--- src/wheel_scroll_smoother_unit_defines.svh ---
// ----------------------------------------------------------------------------
// Wheel scroll smoother assertion macros
// Concurrent assertion wrappers; define ASSERT_OFF to compile them out.
// ----------------------------------------------------------------------------
`ifndef WHEEL_SCROLL_SMOOTHER_UNIT_DEFINES_SVH
`define WHEEL_SCROLL_SMOOTHER_UNIT_DEFINES_SVH
`ifndef ASSERT_OFF
// property must hold at every clock edge outside reset
`define WSS_ASSERT(lbl, clk, rst_n, prop) \
  lbl: assert property (@(posedge clk) disable iff (!rst_n) prop) \
    else $error("wss: assertion failed");
// condition must never be true outside reset
`define WSS_ASSERT_NEVER(lbl, clk, rst_n, cond) \
  lbl: assert property (@(posedge clk) disable iff (!rst_n) !(cond)) \
    else $error("wss: forbidden condition seen");
`else
`define WSS_ASSERT(lbl, clk, rst_n, prop)
`define WSS_ASSERT_NEVER(lbl, clk, rst_n, cond)
`endif
`endif

--- src/wss_pkg.sv ---
// ----------------------------------------------------------------------------
// wss_pkg
// Shared types, constants and the raised-cosine weight table of the wheel
// scroll smoother.
// ----------------------------------------------------------------------------
package wss_pkg;

  // sizing defaults
  localparam int unsigned PendingDepthDef = 32;
  localparam int unsigned RecentCapDef    = 15;
  localparam int unsigned RampSteps       = 24;

  // field widths
  localparam int unsigned DeltaW   = 16;
  localparam int unsigned TimeW    = 32;
  localparam int unsigned WindowW  = 16;
  localparam int unsigned GainW    = 4;
  localparam int unsigned ScrollW  = 22;
  localparam int unsigned AmtW     = 24;
  localparam int unsigned StepW    = 5;
  localparam int unsigned WeightW  = 17;

  // boost and divide-by-six datapath
  localparam int unsigned FactW    = 9;
  localparam int unsigned DivW     = 26;
  localparam logic [FactW-1:0] RunBase  = 9'd6;
  // ceil(2^DivW / 3): exact divide by three for a dividend below 2^(DivW-1)
  localparam logic [DivW-2:0]  Recip3   = 25'd22369622;
  // 3 for round half up, plus 6 * 2^22 to keep the dividend positive
  localparam logic [DivW-1:0]  DivBias  = 26'd25165827;
  localparam logic [DivW-1:0]  QOffset  = 26'd4194304;

  // configuration port
  localparam int unsigned CfgIdxW = 1;
  localparam int unsigned CfgDataW = 16;
  localparam logic [CfgIdxW-1:0] CfgWindowMs = 1'b0;
  localparam logic [CfgIdxW-1:0] CfgAltGain  = 1'b1;
  localparam logic [WindowW-1:0] WindowMsRst = 16'd500;
  localparam logic [GainW-1:0]   AltGainRst  = 4'd5;

  // item kinds
  localparam logic KindNotch = 1'b0;
  localparam logic KindTick  = 1'b1;

  typedef struct packed {
    logic                     kind;
    logic signed [DeltaW-1:0] wheel_delta;
    logic [TimeW-1:0]         time_ms;
    logic                     alt_held;
  } wss_in_t;

  typedef struct packed {
    logic signed [ScrollW-1:0] scroll_amount;
    logic                      busy_res;
    logic                      dropped;
  } wss_out_t;

  // control toward the pending queue
  typedef struct packed {
    logic                   push;
    logic                   tick;
    logic signed [AmtW-1:0] amount;
  } wss_q_cmd_t;

  // status back from the pending queue
  typedef struct packed {
    logic                      full;
    logic                      done;
    logic                      nonempty;
    logic signed [ScrollW-1:0] amount;
  } wss_q_sts_t;

  // Q16 weight per steps-left value, zero outside 1..RampSteps
  typedef logic [WeightW-1:0] weight_lut_t [0:(1<<StepW)-1];

  localparam logic [63:0] PiQ30  = 64'd3373259426;
  localparam longint      OneQ30 = 64'sd1073741824;

  // Truncating Taylor cosine in Q30, squared, scaled by 2/RampSteps, rounded
  function automatic weight_lut_t build_weight_lut();
    weight_lut_t lut;
    logic [63:0] d;
    logic [63:0] a;
    logic [63:0] a2;
    logic [63:0] term;
    logic [63:0] cu;
    logic [63:0] c2;
    longint      c;
    for (int s = 0; s < (1 << StepW); s++) begin
      lut[s] = '0;
      if (s >= 1 && s <= int'(RampSteps)) begin
        if (2 * s > int'(RampSteps)) begin
          d = 64'(2 * s - int'(RampSteps));
        end else begin
          d = 64'(int'(RampSteps) - 2 * s);
        end
        a    = (PiQ30 * d) / 64'(2 * RampSteps);
        a2   = (a * a) >> 30;
        c    = OneQ30;
        term = 64'(OneQ30);
        // ten series terms, term k divided by (2k-1)*2k, signs alternate
        term = ((term * a2) >> 30) / 64'd2;
        c    = c - longint'(term);
        term = ((term * a2) >> 30) / 64'd12;
        c    = c + longint'(term);
        term = ((term * a2) >> 30) / 64'd30;
        c    = c - longint'(term);
        term = ((term * a2) >> 30) / 64'd56;
        c    = c + longint'(term);
        term = ((term * a2) >> 30) / 64'd90;
        c    = c - longint'(term);
        term = ((term * a2) >> 30) / 64'd132;
        c    = c + longint'(term);
        term = ((term * a2) >> 30) / 64'd182;
        c    = c - longint'(term);
        term = ((term * a2) >> 30) / 64'd240;
        c    = c + longint'(term);
        term = ((term * a2) >> 30) / 64'd306;
        c    = c - longint'(term);
        term = ((term * a2) >> 30) / 64'd380;
        c    = c + longint'(term);
        if (c < 0) c = 0;
        if (c > OneQ30) c = OneQ30;
        cu     = 64'(c);
        c2     = (cu * cu) >> 30;
        lut[s] = WeightW'((((c2 << 17) / 64'(RampSteps)) + (64'd1 << 29)) >> 30);
      end
    end
    return lut;
  endfunction

  localparam weight_lut_t WeightLut = build_weight_lut();

endpackage

--- src/wss_pending_queue.sv ---
// ----------------------------------------------------------------------------
// wss_pending_queue
// Circular queue of pending impulses held in a single-port-write RAM. A tick
// walks the live entries one per cycle through a read / multiply / accumulate
// pipeline, writes back the decremented step count and retires spent entries.
// ----------------------------------------------------------------------------
`include "wheel_scroll_smoother_unit_defines.svh"

module wss_pending_queue #(
  parameter int unsigned PendingDepth = wss_pkg::PendingDepthDef
) (
  input  logic                clk_i,
  input  logic                rst_ni,
  input  wss_pkg::wss_q_cmd_t cmd_i,
  output wss_pkg::wss_q_sts_t sts_o
);
  import wss_pkg::*;

  localparam int unsigned PtrW   = (PendingDepth > 1) ? $clog2(PendingDepth) : 1;
  localparam int unsigned CntW   = $clog2(PendingDepth + 1);
  localparam int unsigned SumW   = CntW + 1;
  localparam int unsigned EntryW = AmtW + StepW;
  localparam int unsigned ProdW  = AmtW + WeightW + 1;
  localparam int unsigned AccW   = ProdW + CntW;

  localparam logic [PtrW-1:0] LastPtr = PtrW'(PendingDepth - 1);
  localparam logic [SumW-1:0] DepthS  = SumW'(PendingDepth);
  localparam logic [CntW-1:0] DepthC  = CntW'(PendingDepth);
  localparam logic signed [AccW-1:0] RoundHalf = AccW'(32768);
  localparam logic signed [AccW-1:0] SatHi = AccW'((64'd1 << (ScrollW - 1)) - 64'd1);
  localparam logic signed [AccW-1:0] SatLo = ~SatHi;

  localparam logic [1:0] Q_IDLE = 2'd0;
  localparam logic [1:0] Q_WALK = 2'd1;
  localparam logic [1:0] Q_FIN  = 2'd2;

  // pointer plus count, modulo the queue depth
  function automatic logic [PtrW-1:0] wrap_add(input logic [PtrW-1:0] ptr,
                                               input logic [CntW-1:0] cnt);
    logic [SumW-1:0] sum;
    sum = SumW'(ptr) + SumW'(cnt);
    if (sum >= DepthS) begin
      sum = sum - DepthS;
    end
    return sum[PtrW-1:0];
  endfunction

  logic [1:0]             state_q, state_d;
  logic [PtrW-1:0]        head_q;
  logic [CntW-1:0]        fill_q;
  logic [PtrW-1:0]        rd_ptr_q;
  logic [CntW-1:0]        issue_q;
  logic [CntW-1:0]        retire_q;
  logic                   rd_vld_q;
  logic                   prod_vld_q;
  logic                   done_q;
  logic [EntryW-1:0]      rd_data_q;
  logic [PtrW-1:0]        wb_addr_q;
  logic signed [ProdW-1:0] prod_q;
  logic signed [AccW-1:0] acc_q;
  logic signed [ScrollW-1:0] amount_q;

  logic [EntryW-1:0]      pend_mem [PendingDepth];

  logic                   full;
  logic                   push_go;
  logic                   tick_go;
  logic                   issue_go;
  logic [PtrW-1:0]        tail;
  logic signed [AmtW-1:0] rd_amt;
  logic [StepW-1:0]       rd_steps;
  logic [StepW-1:0]       steps_dec;
  logic [WeightW-1:0]     weight;
  logic                   mem_we;
  logic [PtrW-1:0]        mem_waddr;
  logic [EntryW-1:0]      mem_wdata;
  logic signed [AccW-1:0] acc_rnd;
  logic signed [AccW-1:0] acc_shr;
  logic signed [AccW-1:0] acc_sat;

  // queue status and handshakes
  assign full      = (fill_q == DepthC);
  assign push_go   = cmd_i.push && (state_q == Q_IDLE) && !full;
  assign tick_go   = cmd_i.tick && (state_q == Q_IDLE);
  assign issue_go  = (state_q == Q_WALK) && (issue_q < fill_q);
  assign tail      = wrap_add(head_q, fill_q);

  // entry fields and weight lookup
  assign rd_amt    = rd_data_q[EntryW-1:StepW];
  assign rd_steps  = rd_data_q[StepW-1:0];
  assign steps_dec = rd_steps - StepW'(1);
  assign weight    = WeightLut[rd_steps];

  // write port: walk write-back or a new impulse
  assign mem_we    = push_go || rd_vld_q;
  assign mem_waddr = rd_vld_q ? wb_addr_q : tail;
  assign mem_wdata = rd_vld_q ? {rd_amt, steps_dec} : {cmd_i.amount, StepW'(RampSteps)};

  // round half up to whole units and saturate
  always_comb begin
    acc_rnd = acc_q + RoundHalf;
    acc_shr = acc_rnd >>> 16;
    if (acc_shr > SatHi) begin
      acc_sat = SatHi;
    end else if (acc_shr < SatLo) begin
      acc_sat = SatLo;
    end else begin
      acc_sat = acc_shr;
    end
  end

  // walk sequencer
  always_comb begin
    state_d = state_q;
    unique case (state_q)
      Q_IDLE: begin
        if (tick_go) state_d = Q_WALK;
      end
      Q_WALK: begin
        if (!issue_go && !rd_vld_q && !prod_vld_q) state_d = Q_FIN;
      end
      Q_FIN: begin
        state_d = Q_IDLE;
      end
      default: begin
        state_d = Q_IDLE;
      end
    endcase
  end

  // control registers
  always_ff @(posedge clk_i or negedge rst_ni) begin
    if (!rst_ni) begin
      state_q    <= Q_IDLE;
      head_q     <= '0;
      fill_q     <= '0;
      rd_ptr_q   <= '0;
      issue_q    <= '0;
      retire_q   <= '0;
      rd_vld_q   <= 1'b0;
      prod_vld_q <= 1'b0;
      done_q     <= 1'b0;
    end else begin
      state_q    <= state_d;
      done_q     <= (state_q == Q_FIN);
      rd_vld_q   <= issue_go;
      prod_vld_q <= rd_vld_q;
      if (tick_go) begin
        issue_q  <= '0;
        retire_q <= '0;
        rd_ptr_q <= head_q;
      end
      if (issue_go) begin
        issue_q  <= issue_q + CntW'(1);
        rd_ptr_q <= (rd_ptr_q == LastPtr) ? '0 : rd_ptr_q + PtrW'(1);
      end
      // entries age in lockstep, so spent ones sit at the head
      if (rd_vld_q && (steps_dec == '0)) begin
        retire_q <= retire_q + CntW'(1);
      end
      if (push_go) begin
        fill_q <= fill_q + CntW'(1);
      end
      if (state_q == Q_FIN) begin
        head_q <= wrap_add(head_q, retire_q);
        fill_q <= fill_q - retire_q;
      end
    end
  end

  // multiply and accumulate pipeline
  always_ff @(posedge clk_i) begin
    if (rd_vld_q) begin
      prod_q <= $signed(rd_amt) * $signed({1'b0, weight});
    end
    if (tick_go) begin
      acc_q <= '0;
    end else if (prod_vld_q) begin
      acc_q <= acc_q + {{(AccW - ProdW){prod_q[ProdW-1]}}, prod_q};
    end
    if (state_q == Q_FIN) begin
      amount_q <= acc_sat[ScrollW-1:0];
    end
  end

  // impulse RAM
  always_ff @(posedge clk_i) begin
    if (mem_we) begin
      pend_mem[mem_waddr] <= mem_wdata;
    end
    if (issue_go) begin
      rd_data_q <= pend_mem[rd_ptr_q];
      wb_addr_q <= rd_ptr_q;
    end
  end

  assign sts_o.full     = full;
  assign sts_o.done     = done_q;
  assign sts_o.nonempty = (fill_q != '0);
  assign sts_o.amount   = amount_q;

  // checks
  `WSS_ASSERT_NEVER(a_fill_bound, clk_i, rst_ni, fill_q > DepthC)
  `WSS_ASSERT(a_done_drained, clk_i, rst_ni, done_q |-> (!rd_vld_q && !prod_vld_q))
  `WSS_ASSERT(a_walk_bound, clk_i, rst_ni, (state_q == Q_WALK) |-> (issue_q <= fill_q))

endmodule

--- src/wheel_scroll_smoother_unit.sv ---
// ----------------------------------------------------------------------------
// wheel_scroll_smoother_unit
// Turns sparse wheel notches into one smoothed scroll amount per frame tick.
//
// Usage: items enter on in_valid_i/in_ready_o, results leave on
// out_valid_o/out_ready_i, one result per item. Configuration registers
// (window_ms, alt_gain) are written through cfg_we_i/cfg_idx_i/cfg_wdata_i
// while the block is idle.
// A notch passes from transfer to result through one compare per
// recent notch in the window plus one, then boost, multiply, divide by six
// (reciprocal multiply), queue write and output register.
// A tick does one RAM read and multiply-accumulate per pending impulse.
// One item is in flight at a time; in_ready_o is high only when idle.
// The result sits in an output register, so the next item can be taken
// and processed while the previous result is still waiting; a stalled
// receiver holds off the following result only at its final step.
// Reset clears the queue, the notch history count and restores
// window_ms = 500 and alt_gain = 5; no clearing pass is needed.
// ----------------------------------------------------------------------------
`include "wheel_scroll_smoother_unit_defines.svh"

module wheel_scroll_smoother_unit #(
  parameter int unsigned PendingDepth = wss_pkg::PendingDepthDef,
  parameter int unsigned RecentCap    = wss_pkg::RecentCapDef
) (
  input  logic                          clk_i,
  input  logic                          rst_ni,
  input  logic                          cfg_we_i,
  input  logic [wss_pkg::CfgIdxW-1:0]   cfg_idx_i,
  input  logic [wss_pkg::CfgDataW-1:0]  cfg_wdata_i,
  input  logic                          in_valid_i,
  output logic                          in_ready_o,
  input  wss_pkg::wss_in_t              in_data_i,
  output logic                          out_valid_o,
  input  logic                          out_ready_i,
  output wss_pkg::wss_out_t             out_data_o
);
  import wss_pkg::*;

  localparam int unsigned RunW    = $clog2(RecentCap + 1);
  localparam int unsigned IdxW    = (RecentCap > 1) ? $clog2(RecentCap) : 1;
  localparam int unsigned NumW    = DeltaW + FactW + 1;
  localparam int unsigned HalfW   = DivW - 1;
  localparam logic [RunW-1:0]    CapR    = RunW'(RecentCap);

  localparam logic [2:0] S_IDLE = 3'd0;
  localparam logic [2:0] S_SCAN = 3'd1;
  localparam logic [2:0] S_FACT = 3'd2;
  localparam logic [2:0] S_MULT = 3'd3;
  localparam logic [2:0] S_DIV  = 3'd4;
  localparam logic [2:0] S_PUSH = 3'd5;
  localparam logic [2:0] S_TICK = 3'd6;
  localparam logic [2:0] S_EMIT = 3'd7;

  logic [2:0]               state_q, state_d;
  logic [WindowW-1:0]       window_q;
  logic [GainW-1:0]         gain_q;
  logic [TimeW-1:0]         times_q [RecentCap];
  logic [RunW-1:0]          cnt_q;
  logic [RunW-1:0]          idx_q;
  logic [TimeW-1:0]         now_q;
  logic signed [DeltaW-1:0] delta_q;
  logic                     alt_q;
  logic [FactW-1:0]         fact_q;
  logic [DivW-1:0]          num_q;
  wss_out_t                 res_q;
  wss_out_t                 out_q;
  logic                     out_valid_q;

  logic                     in_fire;
  logic                     notch_fire;
  logic                     scan_hit;
  logic                     out_free;
  logic [TimeW-1:0]         age;
  logic [GainW-1:0]         gain_sel;
  logic signed [NumW-1:0]   prod_n;
  logic [2*HalfW-1:0]       recip_prod;
  logic [DivW-1:0]          quot_adj;
  wss_q_cmd_t               q_cmd;
  wss_q_sts_t               q_sts;

  assign in_ready_o  = (state_q == S_IDLE);
  assign in_fire     = in_valid_i && in_ready_o;
  assign notch_fire  = in_fire && (in_data_i.kind == KindNotch);
  assign out_free    = !out_valid_q || out_ready_i;
  assign out_valid_o = out_valid_q;
  assign out_data_o  = out_q;

  // window scan compare: one timestamp per cycle, newest first
  assign age      = now_q - times_q[idx_q[IdxW-1:0]];
  assign scan_hit = (idx_q < cnt_q) && (age <= TimeW'(window_q));

  // boost multiply and divide by six: halve, then reciprocal of three
  assign gain_sel   = alt_q ? gain_q : GainW'(1);
  assign prod_n     = $signed(delta_q) * $signed({1'b0, fact_q});
  assign recip_prod = num_q[DivW-1:1] * Recip3;
  assign quot_adj   = num_q - QOffset;

  // queue control
  assign q_cmd.push   = (state_q == S_PUSH);
  assign q_cmd.tick   = in_fire && (in_data_i.kind == KindTick);
  assign q_cmd.amount = quot_adj[AmtW-1:0];

  wss_pending_queue #(
    .PendingDepth(PendingDepth)
  ) u_queue (
    .clk_i (clk_i),
    .rst_ni(rst_ni),
    .cmd_i (q_cmd),
    .sts_o (q_sts)
  );

  // sequencer
  always_comb begin
    state_d = state_q;
    unique case (state_q)
      S_IDLE: begin
        if (in_fire) state_d = (in_data_i.kind == KindTick) ? S_TICK : S_SCAN;
      end
      S_SCAN: begin
        if (!scan_hit) state_d = S_FACT;
      end
      S_FACT: state_d = S_MULT;
      S_MULT: state_d = S_DIV;
      S_DIV:  state_d = S_PUSH;
      S_PUSH: state_d = S_EMIT;
      S_TICK: begin
        if (q_sts.done) state_d = S_EMIT;
      end
      S_EMIT: begin
        if (out_free) state_d = S_IDLE;
      end
    endcase
  end

  // control registers and configuration
  always_ff @(posedge clk_i or negedge rst_ni) begin
    if (!rst_ni) begin
      state_q     <= S_IDLE;
      window_q    <= WindowMsRst;
      gain_q      <= AltGainRst;
      cnt_q       <= '0;
      out_valid_q <= 1'b0;
    end else begin
      state_q <= state_d;
      if (cfg_we_i) begin
        unique case (cfg_idx_i)
          CfgWindowMs: window_q <= cfg_wdata_i[WindowW-1:0];
          CfgAltGain:  gain_q   <= cfg_wdata_i[GainW-1:0];
        endcase
      end
      if (notch_fire && (cnt_q < CapR)) begin
        cnt_q <= cnt_q + RunW'(1);
      end
      // keep only the run of recent notches inside the window
      if ((state_q == S_SCAN) && !scan_hit) begin
        cnt_q <= idx_q;
      end
      if ((state_q == S_EMIT) && out_free) begin
        out_valid_q <= 1'b1;
      end else if (out_ready_i) begin
        out_valid_q <= 1'b0;
      end
    end
  end

  // notch history and arithmetic datapath
  always_ff @(posedge clk_i) begin
    if (notch_fire) begin
      times_q[0] <= in_data_i.time_ms;
      for (int i = 1; i < RecentCap; i++) begin
        times_q[i] <= times_q[i-1];
      end
      now_q   <= in_data_i.time_ms;
      delta_q <= in_data_i.wheel_delta;
      alt_q   <= in_data_i.alt_held;
      idx_q   <= '0;
    end
    if ((state_q == S_SCAN) && scan_hit) begin
      idx_q <= idx_q + RunW'(1);
    end
    if (state_q == S_FACT) begin
      fact_q <= FactW'(FactW'(gain_sel) * (RunBase + FactW'(idx_q)));
    end
    if (state_q == S_MULT) begin
      num_q <= prod_n[DivW-1:0] + DivBias;
    end
    // biased quotient of the divide by six
    if (state_q == S_DIV) begin
      num_q <= DivW'(recip_prod[2*HalfW-1:DivW]);
    end
    if (state_q == S_PUSH) begin
      res_q.scroll_amount <= '0;
      res_q.busy_res      <= 1'b1;
      res_q.dropped       <= q_sts.full;
    end
    if ((state_q == S_TICK) && q_sts.done) begin
      res_q.scroll_amount <= q_sts.amount;
      res_q.busy_res      <= q_sts.nonempty;
      res_q.dropped       <= 1'b0;
    end
    if ((state_q == S_EMIT) && out_free) begin
      out_q <= res_q;
    end
  end

  // checks
  `WSS_ASSERT(a_accept_leaves_idle, clk_i, rst_ni, in_fire |=> (state_q != S_IDLE))
  `WSS_ASSERT(a_result_from_emit, clk_i, rst_ni, $rose(out_valid_q) |-> ($past(state_q) == S_EMIT))
  `WSS_ASSERT_NEVER(a_recent_bound, clk_i, rst_ni, cnt_q > CapR)

endmodule

--- config.mk ---
export PLATFORM = sky130hd
export DESIGN_NAME = wheel_scroll_smoother_unit
export DESIGN_NICKNAME = d
export VERILOG_FILES = /design/src/wss_pkg.sv /design/src/wss_pending_queue.sv /design/src/wheel_scroll_smoother_unit.sv
export VERILOG_INCLUDE_DIRS = /design/src /design/src/src
export SDC_FILE = /design/constraint.sdc
export NUM_CORES = 2
export LEC_CHECK = 0
export BUFFER_PORTS_ARGS = -buffer_cell sky130_fd_sc_hd__buf_4
export CAP_MARGIN = 20
export CORE_MARGIN = 2
export CORE_UTILIZATION = 58
export DETAILED_ROUTE_END_ITERATION = 7
export PLACE_DENSITY = 0.74
export SETUP_SLACK_MARGIN = 0.4
export SLEW_MARGIN = 20
export SYNTH_ARGS = -nofsm -noshare
export SYNTH_HDL_FRONTEND = slang
export SYNTH_SLANG_ARGS = --single-unit
--- constraint.sdc ---
create_clock -name clk_i -period 15.16 [get_ports clk_i]
set_clock_uncertainty 0.1 [all_clocks]
set_input_delay 0.758 -clock clk_i [delete_from_list [all_inputs] [get_ports clk_i]]
set_output_delay 0.758 -clock clk_i [all_outputs]
set_load 0.005 [all_outputs]
=== Yosys cells after proc, flatten, opt, wreduce, memory -nomap -nowiden ===
Memories as Yosys holds them, arrays and structs flattened. A register that Yosys moved wholly into a read port is not among the register bits.
Index checks and enable logic that the tools add are counted.

* Register bits after elaboration: 314
* Logic and storage cells: 165
* Memories kept: 3
* Output and inout bits: 26
* ROM bits: 544
* RAM bits: 1408

{| class="wikitable"
|+ Memory list
! memory !! depth !! width !! read ports !! clocked after Yosys merged registers in !! wr ports !! RTL line !! text
|-
| u_queue.pend_mem || 32 || 29 || 1 || 1 || 1 || wss_pending_queue.sv:63 || <nowiki>logic [EntryW-1:0] pend_mem [PendingDepth];</nowiki>
|-
| (name not given) || 32 || 17 || 1 || 0 || 0 || wss_pending_queue.sv:92 || <nowiki>assign weight = WeightLut[rd_steps];</nowiki>
|-
| times_q || 15 || 32 || 15 || 1 || 15 || wheel_scroll_smoother_unit.sv:58 || <nowiki>logic [TimeW-1:0] times_q [RecentCap];</nowiki>
|}

* Reductions and logical operators: 40
* Multipliers: 4
* Bitwise gates (word level): 3
* Magnitude comparators: 9
* Multiplexer cells: 40
* Add/sub/neg operators: 18
* Eq/ne operators: 17

{| class="wikitable"
|+ Operators by type and width
! cell !! count
|-
| $mux W24 || 4
|-
| $mul A25 B24 Y49 const B || 1
|-
| $add A48 B17 Y48 const B || 1
|-
| $add A48 B48 Y48 || 1
|-
| $mul A24 B18 Y42 || 1
|-
| $mux W17 || 2
|-
| $gt A32 B22 Y1 const B || 1
|-
| $le A32 B16 Y1 || 1
|-
| $lt A32 B22 Y1 const B || 1
|-
| $sub A32 B32 Y32 || 1
|-
| $mux W5 || 6
|-
| $mux W6 || 5
|-
| $mux W29 || 1
|-
| $add A26 B25 Y26 const B || 1
|-
| $mul A16 B10 Y26 || 1
|-
| $mux W4 || 6
|-
| $pmux W3 S8 || 1
|-
| $sub A24 B23 Y24 const B || 1
|-
| $mux W22 || 1
|-
| $add A6 B1 Y6 const B || 3
|-
| $logic_and A1 B1 Y1 || 16
|-
| $reduce_bool A2 Y1 || 8
|-
| $mux W3 || 5
|-
| $sub A5 B1 Y5 const B || 3
|-
| 33 further kinds || 59
|}

=== Logic depth before layout (Yosys ltp) ===
* Depth after elaboration: 7
* Depth in mapped cells: 32
* Gate-level depth less buffers: 31

=== By module ===
Synthesis repeated with hierarchy kept, for this count alone.

* Cell total of the unflattened synthesis: 7021
* Area total of the unflattened synthesis: 100301.2 µm²

{| class="wikitable"
|+ Modules (own cells, without submodules)
! module !! times used !! cells each !! area each (µm²)
|-
| wss_pending_queue || 1 || 3835 || 58174.5
|-
| wheel_scroll_smoother_unit || 1 || 3186 || 42126.7
|}

=== Least setup slack after synthesis ===
OpenSTA, ideal clock, no wires.

* Path kind: flip-flop to flip-flop
* Start point: register state_q[2]
* End point: register cnt_q[3]
* Period minus slack after synthesis: 14059 ps
* Buffers on the path: 1
* Setup time: 128 ps
* Setup slack: 1101 ps
* Data arrival time: 13831 ps
* Cell stages (with the launch flop): 9
* Path through: dfrtp_1 > clkbuf_1 > nor3_1 > nand3b_1 > inv_1 > o21ai_0 > nor2_1 > xnor2_1 > mux2_1

* Cells in the longest elaborated chain, start to end: 5
* Elaborated cells on any way between the ends: 8
* Those cells by class: 1 x eq/ne; 1 x mux; 6 x reduce/logical

{| class="wikitable"
|+ Ends and longest elaborated chain
! element !! RTL line !! text
|-
| from (decl) || wheel_scroll_smoother_unit.sv:55 || <nowiki>logic [2:0] state_q, state_d;</nowiki>
|-
| from (signal assigned) || wheel_scroll_smoother_unit.sv:145 || <nowiki>state_q <= state_d;</nowiki>
|-
| $logic_not A3 Y1 || wheel_scroll_smoother_unit.sv:82 || <nowiki>assign in_ready_o = (state_q == S_IDLE);</nowiki>
|-
| net in_ready_o || wheel_scroll_smoother_unit.sv:32 || <nowiki>output logic in_ready_o,</nowiki>
|-
| $logic_and A1 B1 Y1 || wheel_scroll_smoother_unit.sv:83 || <nowiki>assign in_fire = in_valid_i && in_ready_o;</nowiki>
|-
| $logic_and A1 B1 Y1 || wheel_scroll_smoother_unit.sv:84 || <nowiki>assign notch_fire = in_fire && (in_data_i.kind == KindNotch);</nowiki>
|-
| net notch_fire || wheel_scroll_smoother_unit.sv:71 || <nowiki>logic notch_fire;</nowiki>
|-
| $logic_and A1 B1 Y1 || wheel_scroll_smoother_unit.sv:152 || <nowiki>if (notch_fire && (cnt_q < CapR)) begin</nowiki>
|-
| $reduce_bool A2 Y1 (no line) || n/a ||
|-
| to (signal assigned) || wheel_scroll_smoother_unit.sv:153 || <nowiki>cnt_q <= cnt_q + RunW'(1);</nowiki>
|-
| to (signal assigned) || wheel_scroll_smoother_unit.sv:157 || <nowiki>cnt_q <= idx_q;</nowiki>
|-
| to (decl) || wheel_scroll_smoother_unit.sv:59 || <nowiki>logic [RunW-1:0] cnt_q;</nowiki>
|}

The timed path passes the listed nets, and every way through them passes these cells.
A chain may end at the register's enable or synchronous reset.

=== Worst setup path after layout ===
* Start point: register u_queue.rd_data_q[2], read port of u_queue.pend_mem
* End point: register u_queue.prod_q[41], data pin

* Cells in the longest elaborated chain, start to end: 5

{| class="wikitable"
|+ Ends and longest elaborated chain
! element !! RTL line !! text
|-
| from (decl) || wss_pending_queue.sv:57 || <nowiki>logic [EntryW-1:0] rd_data_q;</nowiki>
|-
| $not A5 Y6 (implied by the code) || wss_pending_queue.sv:92 ||
|-
| $mem_v2 Z32 W17 || n/a ||
|-
| $mux W17 (implied by the code) (2 in series) || wss_pending_queue.sv:92 ||
|-
| $mul A24 B18 Y42 || wss_pending_queue.sv:174 || <nowiki>prod_q <= $signed(rd_amt) * $signed({1'b0, weight});</nowiki>
|-
| to (signal assigned) || wss_pending_queue.sv:174 ||
|-
| to (decl) || wss_pending_queue.sv:59 || <nowiki>logic signed [ProdW-1:0] prod_q;</nowiki>
|}

No other way between the ends. The select of a mux whose other input is x is not followed.

==> results.md <==
* Unrepaired setup endpoints after global routing: no
* Vias in the first global route at 60024
* #FFs+latches synth at 1723
* DRT iter0 DRCs at 5973
* Nature of the critical path endpoint: register
* Die Y at 419 um
* Top_reg_cell synth: edfxtp_1
* Seq/Total Area, Yosys at 0.511
* Crit Path Max Fanout at 33
* Latest clock arrival within the worst-skew pair at 0.87 ns
* Drt total wl at 238000 um
* Total grt overflow at 0
* CTS Buf Count at 171
* Share of cells above drive strength 1 at 0.137
* Most used cell, CP: fa_1
* DR DRC count at 0
* CP required at 15.76 ns
* Cells along the critical path: nor2b_1 > a21oi_1 > o21ai_0 > o311a_1 > nand2_1 > fa_1 > fa_1 > fa_1 > fa_1 > inv_1 > fa_1 > fa_1 > ha_1 > a21o_1 > a21oi_1 > nand2b_1 > o21a_1 > o41ai_1 > a21oi_1 > and4b_1 > o21ai_0 > o41ai_1 > nand3b_1 > nand2_1
* Total Nets Final at 8491
* Per-cell routed wire length at 24.9 um
* Drt pass-1 iters at 7
* Setup WS post-layout at 5.80 ns
* GP Congestion at 0.936
* Floorplan core area at 171000 um^2
* Slew at the pin closest to its max-slew limit at 1.17 ns
* Vias after detailed routing at 57918
* H-tree depth at 4
* Syn_nets at 8316
* Max Clock Freq at 0.107 GHz
* Core Rows at 152
* Avg Vias per Cell at 6.07
* # fillers at 12011
* Clock sink count at 1723
* Io pins at 98
* Worst relative slew slack at 0.220
* Minimum clock period at 9.36 ns
* Multi-input gate area at 44300 um^2
* Post-CTS sizing at 0
* Hold Vio Cnt, Final at 0
* DRT antenna net count at 0
* Final Cycle Share at 0.617
* First-pass GRT wire length at 365000 um
* CP max-delay cell: o311a_1
* Sequential cell area at 50900 um^2
* Die outline area at 175000 um^2
* Root buffer cell: clkbuf_16
* Max cap viols at 0
* Largest net degree at the start of global routing at 204
* Mean Syn Cell Area at 14.3 um^2
* Synth cell types at 84
* FFs w/ async S/R, synth at 0.0354
* Worst Hold Class: primary input to register
* CTS Buffer Depth at 3
* Startpoint Class: register
* Die width at 419 um
* PortBufs at 97
* Area Growth Syn to Fin at 10.2%
* Count of final setup violators at 0
* Initial Utilization at 0.582
* Run status: complete, no violations
* R2R Setup Slk at 5.80 ns
* Design area at 110000 um^2
* Yosys warning total at 0
* Crit-path max cell delay at 1.00 ns
* Cell count after synthesis at 6987
* CTS tree: built
* Placed inst area at 103000 um^2
* Clock slew at reported path FFs at 0.07 ns
* Post-DP HPWL at 152000 um
* Initial antenna violation count at 4
* Total negative slack at 0 ns
* Max-slew violation count at 0
* CP arrival at 9.95 ns
* Total global-route track usage at 0.278
* Cell Area, Synth at 99700 um^2
* Post-synth EDFFs at 1607
* Post-Place Worst Slack at 6.01 ns
* CP Class: register to register
## final timing paths
| kind | to | cells after the start | from |
|---|---|---|---|
| setup / recovery | u_queue.prod_q[41] | 24 | u_queue.rd_data_q[2] |
| hold / removal | alt_q | 1 | in_data_i[0] |
| setup reg to reg | u_queue.prod_q[41] | 24 | u_queue.rd_data_q[2] |
| hold reg to reg | out_data_o[15] | 0 | res_q[15] |
| max in group asynchronous | u_queue.rd_vld_q | 2 | rst_ni |
| min in group asynchronous | window_q[14] | 2 | rst_ni |
## routing by layer
layer / part of all wire / global-route usage
met1: 0.40 / 0.389
met3: 0.081 / 0.0405
met4: 0.029 / 0.0803
met5: 0.000055 / 0
met2: 0.49 / 0.460
## cells in the final DEF, fill, tap and decap left out, types with 30 or more instances in the layout
master	instances
a211oi_1	36
a21o_1	106
a21oi_1	187
and2_1	315
and3_1	49
buf_4	180
clkbuf_1	39
clkbuf_16	172
clkinv_1	31
clkinv_2	30
dfrtp_1	46
dfxtp_1	51
dlygate4sd3_1	55
edfxtp_1	1607
fa_1	652
ha_1	605
inv_1	1054
mux2_2	53
mux2i_1	73
mux4_2	418
nand2_1	347
nand2b_1	32
nand3_1	80
nor2_1	196
nor2_4	32
nor2b_1	57
nor3_1	52
o21ai_0	180
xnor2_1	122
xor2_1	65
## cell families after synthesis
| group | count (synthesis) | share of synthesized area |
|---|---|---|
| muxes | 547 | 0.108 |
| buffers and inverters | 1294 | 0.0487 |
| AOI/OAI and AO/OA | 731 | 0.0463 |
| xor gates and xnor gates | 188 | 0.0166 |
| adders and majority gates | 1257 | 0.207 |
| DFF | 1723 | 0.511 |
| and+or+nand+nor | 1247 | 0.0627 |
## through the flow
stage | std cells | util | hold slack (ns)
detailed placement | 9167 | 0.604 | 0.305
floorplan | 6987 | - | 0.300
global placement | 9167 | 0.604 | 0.303
finish | 9544 | 0.642 | 0.0444
global route | 9542 | 0.642 | 0.0375
CTS | 9542 | 0.641 | 0.00123
## registers in the layout, summed over array words and instances (netlist names), 9 cells and up, named ones only
signal / count
u_queue.pend_mem: 928
times_q: 480
u_queue.acc_q: 48
u_queue.prod_q: 42
u_queue.rd_data_q: 29
num_q: 26
out_data_o: 24
res_q: 24
u_queue.amount_q: 22
delta_q: 16
window_q: 16
fact_q: 9
## layout make-up
type / count / area share
sequential: 1723 / 0.464
multi-input combinational: 3970 / 0.404
clock buffer: 211 / 0.0405
inverter: 1057 / 0.0362
tap: 2233 / 0.0254
timing repair buffer: 239 / 0.0180
clock inverter: 109 / 0.0123
antenna: 2 / 0.0000456
## worst max-delay path: cells and delay by family (launching register included)
kind | cells | cell delay, ns
AOI/OAI and AO/OA | 10 | 3.55
and+or+nand+nor | 6 | 1.26
DFF | 1 | 0.80
buffers and inverters | 1 | 0.05
adders and majority gates | 7 | 3.42
## synthesized netlist by cell type (55+ instances only)
| cell type | number | share of area |
|---|---|---|
| a21o_1 | 106 | 0.0080 |
| a21oi_1 | 188 | 0.0094 |
| and2_1 | 316 | 0.020 |
| clkbuf_1 | 203 | 0.0076 |
| dfxtp_1 | 55 | 0.011 |
| edfxtp_1 | 1607 | 0.48 |
| fa_1 | 652 | 0.13 |
| ha_1 | 605 | 0.076 |
| inv_1 | 1056 | 0.040 |
| mux2i_1 | 73 | 0.0073 |
| mux4_2 | 418 | 0.094 |
| nand2_1 | 348 | 0.013 |
| nand3_1 | 80 | 0.0040 |
| nor2_1 | 230 | 0.0087 |
| nor2b_1 | 58 | 0.0036 |
| o21ai_0 | 194 | 0.0097 |
| xnor2_1 | 122 | 0.011 |
| xor2_1 | 65 | 0.0057 |
## what timing repair did
action                    CTS  global route
hold buffers               55             0
setup buffers               0             0
hold endpoints to repair  107             0
Power is not shown: default switching activity piles up to over one toggle a cycle in this logic, so the estimate is an artifact.
